## src/sv/ts_pkg.sv

```systemverilog
package ts_pkg;

   // Number of odd Taylor terms that are summed (1 to 8).
   localparam int TERMS = 6;

   // Restoring reduction cells: the quotient of the reduction is below 32.
   localparam int MOD_CELLS = 5;

   localparam logic [63:0] PI_Q60      = 64'h3243_F6A8_885A_308D;
   localparam logic [63:0] HALF_PI_Q60 = PI_Q60 >> 1;
   localparam logic [63:0] TWO_PI_Q56  = PI_Q60 >> 3;
   localparam logic [63:0] ROUND_Q30   = 64'd536870912;

   // Largest folded angle after rounding to Q.30.
   localparam logic [30:0] X_MAX = 31'((HALF_PI_Q60 + ROUND_Q30) >> 30);

   localparam int DIV_W   = 9;
   localparam int RECIP_W = 30;
   localparam longint TWO_32 = 64'h1_0000_0000;

   // Term k of the series is divided by (2k+2)(2k+3).
   localparam logic [DIV_W-1:0] DIVS [8] = '{
      9'd6, 9'd20, 9'd42, 9'd72, 9'd110, 9'd156, 9'd210, 9'd272
   };

   // Reciprocals floor(2^32 / divisor), one short at most after truncation.
   localparam logic [RECIP_W-1:0] RECIPS [8] = '{
      30'(TWO_32 / 6),   30'(TWO_32 / 20),  30'(TWO_32 / 42),  30'(TWO_32 / 72),
      30'(TWO_32 / 110), 30'(TWO_32 / 156), 30'(TWO_32 / 210), 30'(TWO_32 / 272)
   };

   typedef struct packed {
      logic [63:0] n;
      logic        neg;
   } mod_beat_type;

   typedef struct packed {
      logic [30:0] term;
      logic [31:0] x2;
      logic [31:0] sum;
      logic        flip;
   } ser_beat_type;

endpackage

```

## src/sv/ts_mod_cell.sv

```systemverilog
module ts_mod_cell (
   input  logic                 clock,
   input  logic                 reset,
   input  logic [63:0]          dvs,
   input  logic                 in_valid,
   input  ts_pkg::mod_beat_type in_beat,
   output logic                 in_ready,
   output logic                 out_valid,
   output ts_pkg::mod_beat_type out_beat,
   input  logic                 out_ready
);

   logic                 v_ff, v_in, en;
   ts_pkg::mod_beat_type beat_ff, beat_in;

   // One restoring step: take the shifted modulus off when it fits.
   always_comb begin
      en       = !v_ff || out_ready;
      v_in     = en ? in_valid : v_ff;
      beat_in  = beat_ff;
      if (en) begin
         beat_in.neg = in_beat.neg;
         beat_in.n   = (in_beat.n >= dvs) ? in_beat.n - dvs : in_beat.n;
      end
   end

   always_ff @(posedge clock) begin
      if (reset) begin
         v_ff <= 1'b0;
      end else begin
         v_ff <= v_in;
      end
      beat_ff <= beat_in;
   end

   assign in_ready  = en;
   assign out_valid = v_ff;
   assign out_beat  = beat_ff;

   a_rem_below_dvs: assert property (@(posedge clock) disable iff (reset)
      v_ff |-> beat_ff.n < dvs)
      else $error("reduction cell left a remainder not below its modulus");

endmodule

```

## config.mk

```make
export PLATFORM = sky130hd
export DESIGN_NAME = ts_mod_cell
export DESIGN_NICKNAME = d
export VERILOG_FILES = /design/src/sv/ts_pkg.sv /design/src/sv/ts_mod_cell.sv
export SDC_FILE = /design/constraint.sdc
export NUM_CORES = 1
export LEC_CHECK = 0
export BUFFER_PORTS_ARGS = -buffer_cell sky130_fd_sc_hd__buf_2
export CAP_MARGIN = 0
export CORE_MARGIN = 5
export CORE_UTILIZATION = 40
export CTS_BUF_LIST = sky130_fd_sc_hd__clkbuf_16
export DETAILED_ROUTE_END_ITERATION = 6
export GPL_ROUTABILITY_DRIVEN = 0
export PLACE_DENSITY_LB_ADDON = 0.05
export SKIP_LAST_GASP = 1
export SLEW_MARGIN = 20
export SYNTH_ARGS = -nofsm -noshare
export SYNTH_HDL_FRONTEND = slang
export SYNTH_SLANG_ARGS = --single-unit
```

## constraint.sdc

```tcl
create_clock -name clock -period 8 [get_ports clock]
set_clock_uncertainty 0.15 [all_clocks]
set_input_delay 1.6 -clock clock [delete_from_list [all_inputs] [get_ports clock]]
set_output_delay 1.6 -clock clock [all_outputs]
set_load 0.01 [all_outputs]
```

-- Word level (Yosys, flattened, before mapping)
Index checks and enable logic that the tools add are counted.
- bits in registers: 66
- input port bits: 133
- word-level logic and storage cells: 8
- add/sub/neg operators: 1
- $lt $le $gt $ge: 1
- muxes and demuxes: 1
- reduce and logical (&&, ||, !) cells: 2
- operator list (kind ; number):
    $ge 64x64->1 ; 1
    $mux 64 ; 1
    $sub 64x64->64 ; 1
    $logic_not 1->1 ; 1
    $logic_or 1x1->1 ; 1

-- Longest topological paths before layout
- depth after elaboration: 2
- gate-level depth with buffers: 13

-- Worst setup path before layout
Ideal clock, no wire load.
- path type: in2out
- start: in out_ready
- end: out in_ready
- data arrival time: 3.283 ns
- required time: 6.250 ns
- slack: 2.967 ns
- stages: 1
- path buffers: 0
- cell sequence: nand2b_1
- longest elaborated chain between the ends: 1
- ends and longest elaborated chain (what ; RTL line ; text):
    start: declaration ; ts_mod_cell.sv:10 ; input logic out_ready
    $logic_or 1x1->1 ; ts_mod_cell.sv:18 ; en = !v_ff || out_ready;
    end: declaration ; ts_mod_cell.sv:7 ; output logic in_ready,
No other way between the ends.

-- Worst setup path after layout
- start: in in_beat[1] (netlist bit)
- end: reg beat_ff (netlist bit out_beat[46]), data pin
- longest elaborated chain between the ends: 2
- elaborated cells on any way between the ends: 3
- ends and longest elaborated chain (what ; RTL line ; text):
    start: declaration ; ts_mod_cell.sv:6 ; input ts_pkg::mod_beat_type in_beat,
    $sub 64x64->64 / $ge 64x64->1 (equally long branches) ; ts_mod_cell.sv:23 ; beat_in.n = (in_beat.n >= dvs) ? in_beat.n - dvs : in_beat.n;
    $mux 64 * ; ts_mod_cell.sv:23 ;
    end signal: assignment ; ts_mod_cell.sv:33 ; beat_ff <= beat_in;
    end: declaration ; ts_mod_cell.sv:14 ; ts_pkg::mod_beat_type beat_ff, beat_in;
Every way passes the cells marked *; elsewhere a longest branch is shown, timed or not.
A chain may end at the register's enable or synchronous reset.

==> flow_summary.ini <==
[worst_setup_path]
critPathArrivalTime_ns = 4.90
worstPathMaxFanout = 91
cp.required_ns = 7.93
path_class = in2reg
cp-end-kind = register
critPathLaunchType = primary input
reg2regPathDepth = 2

[global_route]
grt-ovfl-total = 0
track_usage_pct = 20.4
antenna_found_initial = 0
first_global_vias = 6711
grt_max_degree = 92
grt_pass1_wl_mm = 33.6

[die]
die_w_um = 142
start_util_pct = 40.6
core_sq_mm = 0.0172
dieArea_sq_mm = 0.0202
die_h_um = 142
rows = 48
ios = 200

[sta]
finalCritPeriodShare_pct = 62.1
slew_violations = 0
slew_headroom_pct = 46.8
rsz0062_at_grt = false
tightest_slew_ns = 0.798
setup_viol = 0
fmax_mhz = 201
setup-tns-final_ns = 0
final_hold_viol_count = 0
min_period_ns = 4.97

[clock_network]
cts_resized = 0
clk_path_buf_depth = 2
cts.sinks = 66
cts_tree = yes
h-tree-depth = 3
cts.clk_slew.worst_paths_ns = 0.06
postCtsSetupRepairBufs = 0
root_buffer = clkbuf_16
numCtsBuffers = 9
clock_latency_ns = 0.34
ctsHoldBuffers = 0

[layout]
fin_nets = 1246
seqCellArea_sq_mm = 0.00197
fillerInstances = 1762
drive_above_1_share_pct = 22.5
syn2layout_area_growth_pct = 18.7
final_cells = 1278
multiInputGateArea_sq_mm = 0.00444
n_antenna_cell = 0

[synth]
async_reset_ff_share_pct = 0
syn-cell-area_sq_mm = 0.00700
synth_top_family_by_area = compound AO/OA/AOI/OAI gates
synth_fp_nets = 1081
avgSynthCellArea_sq_um = 7.93
synth_ff_type = edfxtp_1
ys_ff_latch = 66
synth-edff-count = 65
yosys.area_share.simple_pct = 17.9
ys_seq_area_share_pct = 28.2
synth-compound-area-share_pct = 27.2
synth_xor_area_share_pct = 6.26
synth.mux.area_fraction_pct = 0.286
ys_warn_count = 0
syn-instance-count = 883
synth_cell_types = 67
yosys.area_share.adder_pct = 11.7

[placement]
dpl.hpwl_mm = 16.8
port_buffers = 199
dp_cells = 1262

[routing]
dr.first_iter.drc_count = 375
wirelength_mm = 20.8
drtAntennaViolNets = 0
dr.pass1.iters = 7
vias = 6854
wire_per_inst_um = 16.3
avgViaCountPerCell = 5.36
drc = 0

[power_and_ir_drop]
p_leak_nw = 3.96
ir_worst_vdd_mv = 0.104
power_density_mw_per_mm2 = 172

[min_path]
hold_depth = 2
worstHoldPathType = reg2reg

[run]
cap_violations = 0

[outcome]
status = complete, no violations
## power breakdown
| part | switching [mW] | internal, mW | leakage, nW |
|---|---|---|---|
| sequential | 0.0163 | 0.460 | 0.693 |
| clock | 0.164 | 0.238 | 0.138 |
| combinational | 0.332 | 0.221 | 3.13 |
## kinds of logic after synthesis
family,count (synthesis)
AOI/OAI and AO/OA,305
and+or+nand+nor,264
buffers and inverters,131
DFF,66
adders and majority gates,65
xor gates and xnor gates,50
muxes,2
## final timing paths
check                   from      endpoint  slack [ns]
hold reg to reg    out_valid     out_valid        0.77
hold / removal     out_valid     out_valid        0.77
setup reg to reg   out_valid  out_beat[29]        6.18
setup / recovery  in_beat[1]  out_beat[46]        3.03
## flip-flops by register name (all words and copies together) (netlist names)
name and count:
out_beat 65, out_valid 1
## cells in the mapped netlist (3+ instances only)
library cell  count  area [sq um]
a211oi_1          6          45.0
a21boi_0          6          45.0
a21o_1           27           203
a21oi_1          82           410
a21oi_2           4          35.0
a221oi_1          3          26.3
a31oi_1          14          87.6
and3_1            8          50.1
and4_1            3          26.3
buf_1             4          15.0
buf_2            21           105
buf_6             9           101
clkbuf_1         11          41.3
edfxtp_1         65          1950
ha_1             64           801
inv_1            84           315
nand2_1         123           462
nand2b_1          7          43.8
nand3_1          14          70.1
nand4_1          26           163
nor2_1           39           146
nor2b_1           7          43.8
nor3_1           14          70.1
nor4_1            3          18.8
o211a_1           3          30.0
o211ai_1          6          45.0
o21a_1            7          52.6
o21ai_0          84           420
o21ai_1          17          85.1
o21bai_1         12          90.1
o31a_1            3          26.3
o31ai_1          11          82.6
or3_1             4          25.0
xnor2_1          28           245
xor2_1           22           193
## through the flow
step / setup slack [ns] / power, mW / hold WS, ns / utilization (%) / area (sq um)
global placement: 2.76 / 1.04 / 0.777 / 46.5 / 8020
finish: 3.03 / 1.43 / 0.768 / 48.2 / 8310
floorplan: 2.97 / 0.865 / 1.52 / - / 7000
CTS: 3.13 / 1.45 / 0.799 / 48.2 / 8310
global route: 2.85 / 1.53 / 0.856 / 48.2 / 8310
detailed placement: 2.78 / 1.04 / 0.792 / 46.5 / 8020
## layout make-up
cell class / instances / share of cell area, %
Tap cell: 225 / 3.39
Clock buffer: 9 / 2.71
Clock inverter: 7 / 0.738
Timing Repair Buffer: 201 / 12.2
Multi-Input combinational cell: 686 / 53.5
Sequential cell: 66 / 23.7
Inverter: 84 / 3.80
## layer usage
metal,vias up,part of all wire [%],GRT usage (%)
li1,3518,-,-
met1,3111,49,28.7
met2,202,44,32.1
met3,23,5.9,4.00
met4,0,1.5,5.40
met5,-,0,0
## worst max-delay path, stage by stage
cell and delay (ns):
buf_2 0.09, inv_1 0.04, ha_1 0.20, fa_1 0.40
nand2b_1 0.18, a21oi_1 0.21, o21ai_1 0.21, a41oi_1 0.35
o21ai_1 0.12, a31o_4 0.40, buf_4 0.39, a2111oi_0 0.50
nor3_1 0.11
## placed cells by master, fill, tap and decap left out, types with 14 or more instances in the layout
master and instances:
edfxtp_1 65, nand2_1 123, buf_2 199, xor2_1 22
ha_1 64, nand3_1 14, o21ai_1 17, o21ai_0 84
a21o_1 27, xnor2_1 28, a21oi_1 82, nor2_1 39
a31oi_1 14, nor3_1 14, inv_1 85, nand4_1 26
(Power assumes the default switching activity.)
