[config.mk]
export PLATFORM = sky130hd
export DESIGN_NAME = ts_fold
export DESIGN_NICKNAME = d
export VERILOG_FILES = /design/src/sv/ts_pkg.sv /design/src/sv/ts_fold.sv
export SDC_FILE = /design/constraint.sdc
export NUM_CORES = 2
export LEC_CHECK = 0
export BUFFER_PORTS_ARGS = -buffer_cell sky130_fd_sc_hd__buf_4
export CAP_MARGIN = 5
export CORE_MARGIN = 5
export CORE_UTILIZATION = 50
export CTS_CLUSTER_DIAMETER = 150
export DETAILED_ROUTE_END_ITERATION = 7
export GPL_TIMING_DRIVEN = 1
export HOLD_SLACK_MARGIN = 0.03
export PLACE_DENSITY = 0.68
export SETUP_SLACK_MARGIN = 0.1
export SLEW_MARGIN = 20
export SYNTH_ARGS = -nofsm -noshare
export SYNTH_HDL_FRONTEND = slang
export SYNTH_SLANG_ARGS = --single-unit
[constraint.sdc]
create_clock -name clock -period 12.25 [get_ports clock]
set_clock_uncertainty 0.15 [all_clocks]
set_input_delay 0 -clock clock [delete_from_list [all_inputs] [get_ports clock]]
set_output_delay 0 -clock clock [all_outputs]
set_load 0.05 [all_outputs]
[src/sv/ts_pkg.sv]
package ts_pkg;

   // Number of odd Taylor terms that are summed (1 to 8).
   localparam int TERMS = 6;

   // Restoring reduction cells: the quotient of the reduction is below 32.
   localparam int MOD_CELLS = 5;

   localparam logic [63:0] PI_Q60      = 64'h3243_F6A8_885A_308D;
   localparam logic [63:0] HALF_PI_Q60 = PI_Q60 >> 1;
   localparam logic [63:0] TWO_PI_Q56  = PI_Q60 >> 3;
   localparam logic [63:0] ROUND_Q30   = 64'd536870912;

   // Largest folded angle after rounding to Q.30.
   localparam logic [30:0] X_MAX = 31'((HALF_PI_Q60 + ROUND_Q30) >> 30);

   localparam int DIV_W   = 9;
   localparam int RECIP_W = 30;
   localparam longint TWO_32 = 64'h1_0000_0000;

   // Term k of the series is divided by (2k+2)(2k+3).
   localparam logic [DIV_W-1:0] DIVS [8] = '{
      9'd6, 9'd20, 9'd42, 9'd72, 9'd110, 9'd156, 9'd210, 9'd272
   };

   // Reciprocals floor(2^32 / divisor), one short at most after truncation.
   localparam logic [RECIP_W-1:0] RECIPS [8] = '{
      30'(TWO_32 / 6),   30'(TWO_32 / 20),  30'(TWO_32 / 42),  30'(TWO_32 / 72),
      30'(TWO_32 / 110), 30'(TWO_32 / 156), 30'(TWO_32 / 210), 30'(TWO_32 / 272)
   };

   typedef struct packed {
      logic [63:0] n;
      logic        neg;
   } mod_beat_type;

   typedef struct packed {
      logic [30:0] term;
      logic [31:0] x2;
      logic [31:0] sum;
      logic        flip;
   } ser_beat_type;

endpackage

[src/sv/ts_fold.sv]
module ts_fold (
   input  logic                 clock,
   input  logic                 reset,
   input  logic                 in_valid,
   input  ts_pkg::mod_beat_type in_beat,
   output logic                 in_ready,
   output logic                 out_valid,
   output ts_pkg::ser_beat_type out_beat,
   input  logic                 out_ready
);

   logic [4:0]  v_ff, v_in, en;
   logic [63:0] s1_r_ff, s1_r_in;
   logic [63:0] s2_r_ff, s2_r_in;
   logic        s2_flip_ff, s2_flip_in;
   logic [63:0] s3_r_ff, s3_r_in;
   logic        s3_flip_ff, s3_flip_in;
   logic [30:0] s4_x_ff, s4_x_in;
   logic        s4_flip_ff, s4_flip_in;
   ts_pkg::ser_beat_type s5_beat_ff, s5_beat_in;
   logic [63:0] r_up, rnd;
   logic [61:0] sq;

   always_comb begin
      en[4] = !v_ff[4] || out_ready;
      for (int i = 3; i >= 0; i--) begin
         en[i] = !v_ff[i] || en[i+1];
      end
      v_in[0] = en[0] ? in_valid : v_ff[0];
      for (int i = 1; i < 5; i++) begin
         v_in[i] = en[i] ? v_ff[i-1] : v_ff[i];
      end
   end

   // A negative angle with a nonzero remainder wraps up to 2pi minus it.
   assign r_up    = (in_beat.neg && (in_beat.n != 64'd0)) ?
                    ts_pkg::TWO_PI_Q56 - in_beat.n : in_beat.n;
   assign s1_r_in = en[0] ? {r_up[59:0], 4'b0000} : s1_r_ff;

   always_comb begin
      s2_r_in    = s2_r_ff;
      s2_flip_in = s2_flip_ff;
      if (en[1]) begin
         s2_flip_in = s1_r_ff > ts_pkg::PI_Q60;
         s2_r_in    = s2_flip_in ? s1_r_ff - ts_pkg::PI_Q60 : s1_r_ff;
      end
   end

   always_comb begin
      s3_r_in    = s3_r_ff;
      s3_flip_in = s3_flip_ff;
      if (en[2]) begin
         s3_flip_in = s2_flip_ff;
         s3_r_in    = (s2_r_ff > ts_pkg::HALF_PI_Q60) ? ts_pkg::PI_Q60 - s2_r_ff : s2_r_ff;
      end
   end

   assign rnd        = s3_r_ff + ts_pkg::ROUND_Q30;
   assign s4_x_in    = en[3] ? rnd[60:30] : s4_x_ff;
   assign s4_flip_in = en[3] ? s3_flip_ff : s4_flip_ff;

   assign sq = 62'(s4_x_ff) * 62'(s4_x_ff);

   always_comb begin
      s5_beat_in = s5_beat_ff;
      if (en[4]) begin
         s5_beat_in.term = s4_x_ff;
         s5_beat_in.x2   = sq[61:30];
         s5_beat_in.sum  = 32'd0;
         s5_beat_in.flip = s4_flip_ff;
      end
   end

   always_ff @(posedge clock) begin
      if (reset) begin
         v_ff <= 5'b00000;
      end else begin
         v_ff <= v_in;
      end
      s1_r_ff    <= s1_r_in;
      s2_r_ff    <= s2_r_in;
      s2_flip_ff <= s2_flip_in;
      s3_r_ff    <= s3_r_in;
      s3_flip_ff <= s3_flip_in;
      s4_x_ff    <= s4_x_in;
      s4_flip_ff <= s4_flip_in;
      s5_beat_ff <= s5_beat_in;
   end

   assign in_ready  = en[0];
   assign out_valid = v_ff[4];
   assign out_beat  = s5_beat_ff;

   a_x_in_quadrant: assert property (@(posedge clock) disable iff (reset)
      v_ff[3] |-> s4_x_ff <= ts_pkg::X_MAX)
      else $error("folded angle lies beyond pi/2");

endmodule

Yosys cells after proc, flatten, opt, wreduce, memory -nomap -nowiden
Cells that the tools add are included.

operators by class
  add/sub/neg operators = 4
  $mul = 1
  $lt $le $gt $ge = 2
  muxes and demuxes = 3
  reduce and logical (&&, ||, !) cells = 12

operators with widths
  operator                                                                            count
  64-bit by 61-bit greater-than comparator with 1-bit output (second input constant)  1
  64-bit by 62-bit greater-than comparator with 1-bit output (second input constant)  1
  64-bit two-way mux                                                                  1
  64-bit nonzero test                                                                 1
  64-bit by 62-bit subtractor with 64-bit output (second input constant)              1
  31-bit by 31-bit multiplier with 62-bit output                                      1
  61-bit by 30-bit adder with 61-bit output (second input constant)                   1
  61-bit two-way mux                                                                  1
  61-bit subtractor (first input constant)                                            1
  60-bit two-way mux                                                                  1
  59-bit by 60-bit subtractor with 60-bit output (first input constant)               1
  1-bit logical NOT                                                                   5
  1-bit logical OR                                                                    5
  1-bit logical AND                                                                   1

storage, ports and cells
  flip-flop bits (word level) = 288
  input port bits = 69
  output and inout bits = 98
  word-level logic and storage cells = 38

Logic depth before layout (Yosys ltp)
  depth in word-level cells = 6
  gate-level depth with buffers = 30
  gate-level depth less buffers = 28

Worst setup path before layout
No wires, ideal clock.

  kind = register to register
  start point = register s4_x_ff[1]
  end point = register s5_beat_ff, in the netlist out_beat[56] (data pin)
  setup time = 0.269 ns
  arrival time = 7.408 ns
  required time = 11.831 ns
  setup slack = 4.423 ns
  stages on the path, launching flop included = 26
  buffers on the path = 3
  clock period less this slack = 7.827 ns
  path through = edfxtp_1 > clkbuf_1 > clkbuf_1 > buf_1 > nand2_1 > fa_1 > inv_1 > fa_1 > fa_1 > fa_1 > fa_1 > fa_1 > fa_1 > inv_1 > fa_1 > inv_1 > ha_1 > and3_1 > and2_1 > a221oi_1 > nand2_1 > a31oi_1 > nor3_1 > nor4_1 > o31ai_1 > xor2_1

on the way
  word-level cells in the longest chain between the ends = 1

ends and longest elaborated chain
  element                                         line           RTL
  start: declaration                              ts_fold.sv:18  logic [30:0] s4_x_ff, s4_x_in;
  start signal: assignment                        ts_fold.sv:85  s4_x_ff <= s4_x_in;
  31-bit by 31-bit multiplier with 62-bit output  ts_fold.sv:62  assign sq = 62'(s4_x_ff) * 62'(s4_x_ff);
  net sq[53]                                      ts_fold.sv:22  logic [61:0] sq;
  end signal: assignment                          ts_fold.sv:87  s5_beat_ff <= s5_beat_in;
  end: declaration                                ts_fold.sv:20  ts_pkg::ser_beat_type s5_beat_ff, s5_beat_in;

The timed path passes the listed nets, and every way through them passes these cells.
A chain may end at the register's enable or synchronous reset.

Worst setup path in the final report
  start point = register s4_x_ff[6]
  end point = register s5_beat_ff, in the netlist out_beat[63] (data pin)

The elaborated chain is that of the path after synthesis.

==> flow_summary_export.csv <==
group,metric,value,unit
detailed_routing,via_per_inst,5.185,
synthesis,synth_edf_count,250,
synthesis,netlist_area,40020,sq um
cts,h-tree-depth,1,
cts,cts.sinks,255,
critical_path,cp-start-kind,"flop",
critical_path,end_kind,"flop",
synthesis,ys_ff_latch,255,
detailed_routing,first_pass_iters,5,
critical_path,arrival,9.52,ns
floorplan,core,79130,sq um
final_layout,regArea,7607,sq um
floorplan,initial_core_util,0.5058,
sta,worst_pin_slew,1.029,ns
floorplan,pin_count,167,
detailed_routing,num_vias,27656,
cts,tritoncts,"done",
critical_path,path_delay_family,"adder cells",
run,max-cap-violations,0,
synthesis,synth_area_per_cell,9.827,sq um
floorplan,rows,103,
critical_path,critPathRequiredTime,12.50,ns
final_layout,nFillCells,6946,
global_route,track_usage,0.2339,
sta,setup_viol_count_final,0,
synthesis,synthesis.instances,4073,
placed_design,dp_cells,5166,
synthesis,async_reset_ff_frac,0,
floorplan,die_h,292.9,um
final_layout,finalNonFillerCells,5334,
global_route,antenna_found_initial,0,
global_route,grt-ovfl-total,0,
critical_path,crit_path_top_delay_cell,"nor2_1",
critical_path,cp_num_buf_inv,6,
global_route,grt_pass1_wl,160.7,mm
critical_path,cp_common_cell,"fa_1",
sta,period_minus_slack,9.269,ns
final_layout,drive_above_1_share,0.06303,
detailed_routing,wl_per_cell,18.09,um
sta,hold_viol_final,0,
sta,drv_slew,0,
sta,max_freq,107.9,MHz
critical_path,crit_fanout,26,
synthesis,yosys_warnings,0,
sta,finalCritPeriodShare,0.7566,
cts,insertion_delay,0.59,ns
final_layout,num_antenna_cells,0,
detailed_routing,drt_iter0_markers,1492,
cts,clockRootBuffer,"clkbuf_16",
cts,numCtsBuffers,28,
status,status,"finished clean",
synthesis,yosys_most_used_dff,"edfxtp_1",
hold_path,hold_path_class,"input port to flop",
cts,cts-resized-gates,0,
synthesis,ys_seq_area_frac,0.1901,
cts,clockBufferDepth,3,
critical_path,critical-path-max-stage-delay,0.55,ns
critical_path,critical_path_class,"flop to flop",
sta,setup_tns,0,ns
final_layout,multi_input_area,27820,sq um
placed_design,port_buffers,134,
global_route,grt_pass1_vias,30094,
synthesis,synth_cell_types,80,
placed_design,dp_hpwl,74.86,mm
detailed_routing,drc,0,
sta,max_slew_margin,0.3071,
final_layout,area_growth_syn_to_layout,10.24,%
sta,rsz0062_at_grt,"no",
detailed_routing,wl,96.51,mm
cts,clk_pin_slew,0.06,ns
global_route,grt_max_degree,65,
floorplan,die-area,85810,sq um
final_layout,fin_nets,5357,
detailed_routing,ant_nets,0,
placed_design,gp_congestion,0.9664,
floorplan,die-width,292.9,um
-- placed cells by master (no fill, tap or decap), types with 15 or more instances in the layout --
master | synthesis | routed
inv_1 | 1054 | 1052
fa_1 | 755 | 755
nand2_1 | 359 | 358
ha_1 | 271 | 271
edfxtp_1 | 250 | 250
and2_1 | 196 | 196
buf_4 | 32 | 173
nor2_1 | 144 | 144
a21oi_1 | 139 | 139
xnor2_1 | 123 | 123
dlygate4sd3_1 | 0 | 115
xor2_1 | 107 | 107
o21ai_0 | 65 | 65
nor3_1 | 50 | 50
nand3_1 | 47 | 46
conb_1 | 1 | 32
nand4_1 | 28 | 28
clkbuf_16 | 0 | 28
and3_1 | 26 | 26
a21o_1 | 26 | 26
nand2b_1 | 18 | 18
nor2b_1 | 17 | 17
o31ai_1 | 17 | 17
nor4_1 | 17 | 17
or2_2 | 16 | 16
a31oi_1 | 16 | 15
-- through the flow --
step | cell area (sq um) | utilization | hold WS, ns | setup WS, ns
after floorplan | 40140 | - | -0.08093 | 4.423
after global placement | 42010 | 0.5309 | 0.05083 | 3.113
after detailed placement | 42010 | 0.5309 | 0.05273 | 2.993
after CTS | 44110 | 0.5574 | 0.04125 | 3.016
after global routing | 44120 | 0.5576 | 0.07971 | 2.527
final | 44120 | 0.5576 | 0.07142 | 2.981
-- layer usage --
layer	vias up	GRT usage	wire, um
met1	13817	0.3223	40580
met4	0	0.06915	3409
met5	-	0	0
met2	844	0.3916	46360
li1	12788	-	-
met3	207	0.03190	6166
-- sequential cells by signal, indices dropped and copies added (netlist names) --
name,flops
out_beat,64
s1_r_ff,60
s2_flip_ff,1
s2_r_ff,60
s3_flip_ff,1
s3_r_ff,32
s4_flip_ff,1
s4_x_ff,31
v_ff,5
-- worst reg2reg max path, stage by stage, from the launching register on --
cell and delay, ns:
edfxtp_1 0.32, buf_4 0.40, clkinv_1 0.53, nor2_1 0.39, fa_1 0.52, fa_1 0.52
fa_1 0.52, inv_1 0.05, fa_1 0.53, inv_1 0.05, fa_1 0.51, fa_1 0.44
fa_1 0.54, inv_1 0.05, fa_1 0.52, inv_1 0.04, ha_1 0.34, a21oi_1 0.29
o21bai_1 0.17, a311oi_1 0.32, o211ai_1 0.13, nor2_1 0.55, o31ai_1 0.30, a41oi_1 0.37
or4b_1 0.47, o311ai_1 0.11
-- synthesized netlist by cell type, types with 4 or more instances --
master,count,share of area
buf_2,5,0.00063
o211ai_1,11,0.0021
nand3_1,47,0.0059
a41oi_1,4,0.00088
dfxtp_1,5,0.0025
o31ai_1,17,0.0032
o21ai_0,65,0.0081
a21o_1,26,0.0049
o2111ai_1,4,0.00088
a211o_1,4,0.00088
or3_1,12,0.0019
nand2b_1,18,0.0028
buf_1,4,0.00038
o21a_1,9,0.0017
a31o_2,11,0.0024
a31oi_1,16,0.0025
a21boi_0,7,0.0013
a311o_1,4,0.0010
and3_1,26,0.0041
or2_2,16,0.0025
nand2_1,359,0.034
xnor2_1,123,0.027
nand4_1,28,0.0044
nor2_1,144,0.014
xor2_1,107,0.023
nor3b_1,4,0.00075
o21ai_1,4,0.00050
o21bai_1,14,0.0026
buf_6,4,0.0011
nand3b_1,5,0.00094
inv_1,1054,0.099
a211oi_1,8,0.0015
nor4_1,17,0.0027
ha_1,271,0.085
edfxtp_1,250,0.19
clkbuf_1,116,0.011
fa_1,755,0.38
nor2b_1,17,0.0027
buf_4,32,0.0060
and2_1,196,0.031
nor3_1,50,0.0063
a21oi_1,139,0.017
-- final timing paths --
path | end | startpoint | depth (start not counted) | slack, ns
hold / removal | v_ff[0] | in_valid | 4 | 0.07
setup reg to reg | out_beat[63] | s4_x_ff[6] | 25 | 2.98
setup / recovery | out_beat[63] | s4_x_ff[6] | 25 | 2.98
hold reg to reg | s4_flip_ff | s3_flip_ff | 0 | 0.27
-- kinds of logic after synthesis --
family                   share of synthesized area
other                                   0.00009369
multiplexers                              0.001032
AND/OR/NAND/NOR                             0.1169
AO/OA/AOI/OAI                              0.06096
XOR/XNOR                                   0.05033
buffers and inverters                       0.1182
flip-flops                                  0.1901
adder cells (fa/ha/maj)                     0.4623
-- final cells by class --
| type | count | area share |
|---|---|---|
| sequential | 255 | 0.1724 |
| clock inverter | 23 | 0.005530 |
| tap | 1050 | 0.02978 |
| clock buffer | 29 | 0.01597 |
| multi-input combinational | 2630 | 0.6304 |
| inverter | 1058 | 0.09004 |
| timing repair buffer | 289 | 0.05586 |
-- repair_timing --
| item | CTS | global route |
|---|---|---|
| setup buffers | 0 | 0 |
| hold endpoints to repair | 65 | 0 |
| hold buffers | 115 | 0 |
Power is not shown: default switching activity piles up to over one toggle a cycle in this logic, so the estimate is an artifact.
